[config.mk]
export PLATFORM = sky130hd
export DESIGN_NAME = ila_ram
export DESIGN_NICKNAME = d
export VERILOG_FILES = /design/src/rtl/core/ila_ram.sv
export SDC_FILE = /design/constraint.sdc
export NUM_CORES = 1
export LEC_CHECK = 0
export BUFFER_PORTS_ARGS = -buffer_cell sky130_fd_sc_hd__buf_2
export CORE_MARGIN = 4
export CORE_UTILIZATION = 50
export CTS_CLUSTER_DIAMETER = 150
export CTS_CLUSTER_SIZE = 25
export DETAILED_ROUTE_END_ITERATION = 10
export HOLD_SLACK_MARGIN = 0.15
export PLACE_DENSITY = 0.71
export SETUP_SLACK_MARGIN = 0.3
export SYNTH_ARGS = -nofsm -noshare
export SYNTH_HDL_FRONTEND = slang
export SYNTH_SLANG_ARGS = --single-unit
[constraint.sdc]
create_clock -name clk_i -period 2.8 [get_ports clk_i]
set_clock_uncertainty 0.1 [all_clocks]
set_input_delay 0.28 -clock clk_i [delete_from_list [all_inputs] [get_ports clk_i]]
set_output_delay 0.28 -clock clk_i [all_outputs]
set_load 0.005 [all_outputs]
[src/rtl/core/ila_ram.sv]
`default_nettype none
// ----------------------------------------------------------------------------
// ila_ram
// Single-port synchronous RAM with registered read data.
// ----------------------------------------------------------------------------
module ila_ram #(
  parameter int unsigned Width = 8,
  parameter int unsigned Depth = 16
) (
  input  wire logic                     clk_i,
  input  wire logic                     we_i,
  input  wire logic [$clog2(Depth)-1:0] addr_i,
  input  wire logic [Width-1:0]         wdata_i,
  output logic      [Width-1:0]         rdata_o
);

  logic [Width-1:0] mem [Depth];

  always_ff @(posedge clk_i) begin
    if (we_i) begin
      mem[addr_i] <= wdata_i;
    end
    rdata_o <= mem[addr_i];
  end

endmodule
`default_nettype wire

---- Word-level counts from Yosys, hierarchy flattened ----
Memory sizes are Yosys's and may differ from the RTL's. A register that Yosys moved wholly into a read port is not among the register bits.
Index checks and enable logic that the tools add are counted.
W data, S select, Z words.
word-level totals
  register bits after elaboration ......... 0
  bits in latches ......................... 0
  bits in writable memories ............... 128
  bits in read-only memories .............. 0
  bits of input ports ..................... 14
  memories ................................ 1
memory list
  memory  depth  width  read ports  clocked after Yosys merged registers in  write ports  line  source
  mem     16     8      1           1                                        1            17    logic [Width-1:0] mem [Depth];
cells by class
  add/subtract/negate cells ............... 0
  $mul .................................... 0
  div/mod/pow operators ................... 0
  order comparisons ....................... 0
  eq/ne operators ......................... 0
  shift operators ......................... 0
  mux-type cells .......................... 2
  bitwise logic cells ..................... 0
  reductions and logical operators ........ 0
operators with widths
  operator  number
  $mux W1   2

---- Depth between registers and ports, before layout ----
  depth after elaboration ................. 2
  depth in mapped cells ................... 5
  mapped depth without buffers ............ 3

---- Worst setup path after synthesis ----
OpenSTA, ideal clock, no wires.
  path kind ............................... input port to flip-flop
  from .................................... input port addr_i[2]
  to ...................................... memory mem[0][0] (enable)
  setup time .............................. 383 ps
  arrival ................................. 1390 ps
  data required time ...................... 2317 ps
  setup slack ............................. 927 ps
  stages on the path ...................... 2
  buffers on the path ..................... 0
  cell sequence ........................... or3b_2 -> nor3_1
RTL lines
  what             line  source
  start, declared  12    input wire logic [$clog2(Depth)-1:0] addr_i,
  end, declared    17
Straight into the memory's write port.

==> key figures <==
Worst hold path
  – Hold Path Depth: 3
  – Tightest Hold Check Type: input pin to flop

Setup path
  – Peak fanout along the critical path: 25
  – CP Data Arrival Time: slightly above 2 ns
  – Kind of critical path: input pin to flop
  – Crit. path cell count: 5
  – Crit-path leading delay family: buffers and inverters
  – Biggest cell delay along the critical path: about 0.60 ns
  – Type of destination of the critical path: flop
  – Cells along the critical path: buf_2, buf_12, mux4_2, a22oi_1, nand2_1
  – Crit path launch type: input pin
  – Number of cells on the worst reg-to-reg path: 3
  – Slowest cell on the critical path: buf_2
  – Endpoint required time on the critical path: approximately 3.1 ns
  – WP buf/inv: 2

Die
  – FP Rows: 36
  – Placeable core region: between 9000 and 10000 um2
  – Die height: 109 um
  – Die area: approximately 12000 um2
  – Ports placed on the boundary: 22
  – Starting density of the core: approximately 52%
  – Chip Width: ~110 um

Synthesis
  – Proportion of synthesized flip-flops having asynchronous set or reset: 0%
  – FF+latch count, synth: 136
  – Sequential cell area fraction in the yosys report: around four fifths
  – Count of unique library cells instantiated by Yosys: 18
  – Synthesis warning total: 0
  – Largest cells by area after synthesis: edfxtp_1 76%, mux4_2 14%, dfxtp_1 3.2%
  – Library cell occupying the most area in the post-synthesis netlist: edfxtp_1
  – Number of instances in the synthesized netlist: 230
  – Post-synthesis instance area: between 5000 and 6000 um2
  – Portion of synthesized cell area occupied by the leading cell type: about three quarters
  – Synth Net Count: ~240
  – Synthesized area divided by synthesized cell count: roughly 22 um2
  – Main flop type after synthesis: edfxtp_1
  – Number of enable flip-flop cells after synthesis: roughly 130

Clock tree
  – H-Tree Level Count: 4
  – Buffers inserted during post-CTS setup optimization: 0
  – TritonCTS clock tree: done
  – Bufs on Longest Clock Path: 2
  – Cell at the root of the clock tree: clkbuf_8
  – Source-to-sink clock delay at the later pin of the worst-skew pair: 0.51 ns
  – Clock slew at the register clock pins of the worst setup and hold paths: about 0.06 ns
  – CTS Buf Count: 17
  – Number of sinks driven by the clock tree: between 100 and 150

Route
  – Total wire length after detailed routing: just under 10000 um
  – Wirelength per Cell: between 20 and 25 um
  – Detailed Route Iter0 Violations: roughly 200
  – Count of nets left with antenna violations after detail routing: 0
  – Total DRC errors in the routed layout: 0
  – DRT Pass-1 Iters: 4
  – Via density per instance: roughly 5.6
  – Routed via count: between 2000 and 2500

Status
  – Status: complete, no violations

Power and ir drop
  – Standby leakage power: about 0.002 uW
  – Peak VDD IR: about 0.34 mV
  – PwrDens: between 700 and 800 nW/um2

STA
  – Final setup viols: 0
  – Fin. Hold Viols: 0
  – Unrepaired setup endpoints after global routing: no
  – Worst slew slack as a fraction of its limit: between 40% and 50%
  – Final critical-path share of the clock period: roughly 62%
  – Worst Max-Slew Pin Slew: 0.789 ns
  – Maximum achievable frequency: ~0.57 GHz
  – Fin. max-slew vios: 0
  – TNS Setup: 0 ns
  – Min Tclk post-route: approximately 1.7 ns

Placed design
  – Detail Placement HPWL: 6260 um
  – Number of placed instances, taps included: 393
  – Port Buf Inserts: 21
  – Placer's final routability congestion estimate: about 0.74

GRT
  – Antenna violations before repair: 0
  – Via count of the first global-routing pass: approximately 2500
  – Maximum number of pins on one net before global-route repair: 26
  – Total global routing overflow: 0
  – Global router's overall resource usage: between 15 and 20%
  – Global-route wire length before repair: ~15000 um

Finish
  – Layout area overhead: 20.0%
  – Filler-free cell count of the finished design: between 400 and 500
  – Storage cell area: roughly 4000 um2
  – Fill cell total of the finished layout: 713
  – Fin nets: 301
  – Area of the multi-input gates: 1000 um2
  – Fraction of layout cells with a size suffix above 1: between 30% and 40%

Flow run
  – Maxcap violations: 0
placed cells by master, fill, tap and decap left out, drive strengths merged:
cell           n
dfxtp          8
nand2          9
dlygate4sd3    8
buf           41
and2           1
a22oi         16
clkinvlp       3
or3b           1
mux4          32
nor2b          2
nor2          13
diode          1
nand2b         2
clkinv         4
nand3b         2
bufinv         2
nand3          1
edfxtp       128
nor3           4
clkbuf        23
kinds of logic after synthesis:
family	count (synthesis)	synth area share [%]
and+or+nand+nor	35	3.21
AOI/OAI and AO/OA	16	2.37
muxes	32	14.2
buffers and inverters	11	1.19
DFF	136	79.0
sequential cells by signal (all words and copies together), names as in the netlist:
signal and count:
mem 128, rdata_o 8
area by class of cell:
| class | instances | area share (%) |
|---|---|---|
| Antenna cell | 1 | 0.0412 |
| Clock buffer | 23 | 7.51 |
| Clock inverter | 9 | 1.65 |
| Multi-Input combinational cell | 83 | 16.5 |
| Sequential cell | 136 | 65.8 |
| Tap cell | 133 | 2.74 |
| Timing Repair Buffer | 49 | 5.72 |
repair_timing:
action	4_1_cts	5_1_grt
hold buffers	8	0
resized for setup	0	0
endpoints found under the hold margin	128	0
per-stage QoR:
step / total power, uW / util [%] / cell area [um2] / worst slack, ns / hold slack [ns]
floorplan: 2450 / - / 5070 / 0.927 / 0.279
detailed placement: 2540 / 55.4 / 5440 / 0.533 / 0.558
global placement: 2530 / 55.4 / 5440 / 0.542 / 0.561
CTS: 4590 / 61.9 / 6080 / 1.02 / 0.280
finish: 4560 / 61.9 / 6080 / 1.05 / 0.286
global route: 4720 / 61.9 / 6080 / 0.968 / 0.335
worst paths after layout:
path,slack (ns),start,endpoint
hold reg to reg,0.58,mem[13][1],rdata_o[1]
hold / removal,0.29,we_i,mem[10][5]
setup / recovery,1.05,addr_i[0],rdata_o[4]
setup reg to reg,1.33,mem[15][6],rdata_o[6]
synthesized netlist by cell type (4+ instances only):
cell type / n
a22oi_1: 16
buf_1: 4
dfxtp_1: 8
edfxtp_1: 128
mux4_2: 32
nand2_1: 9
nor2_1: 13
nor3_1: 4
tightest hold or removal path, stage by stage:
cell      delay, ns
buf_2          0.13
nand3b_1       0.15
nor2_1         0.14
routing by layer:
metal | GRT usage, % | wire [um] | share of wire, %
met1 | 24.3 | 4130 | 43
met2 | 28.6 | 4910 | 51
met3 | 5.33 | 461 | 4.8
met4 | 6.31 | 112 | 1.2
met5 | 0 | 0 | 0
power breakdown:
| group | leakage (uW) | internal [uW] | switching, uW |
|---|---|---|---|
| registers | 0.00122 | 2280 | 13.6 |
| clock network | 0.000263 | 1300 | 751 |
| logic | 0.000538 | 96.1 | 120 |
| total | 0.00203 | 3680 | 885 |
Power figures use the tool's default switching activity.
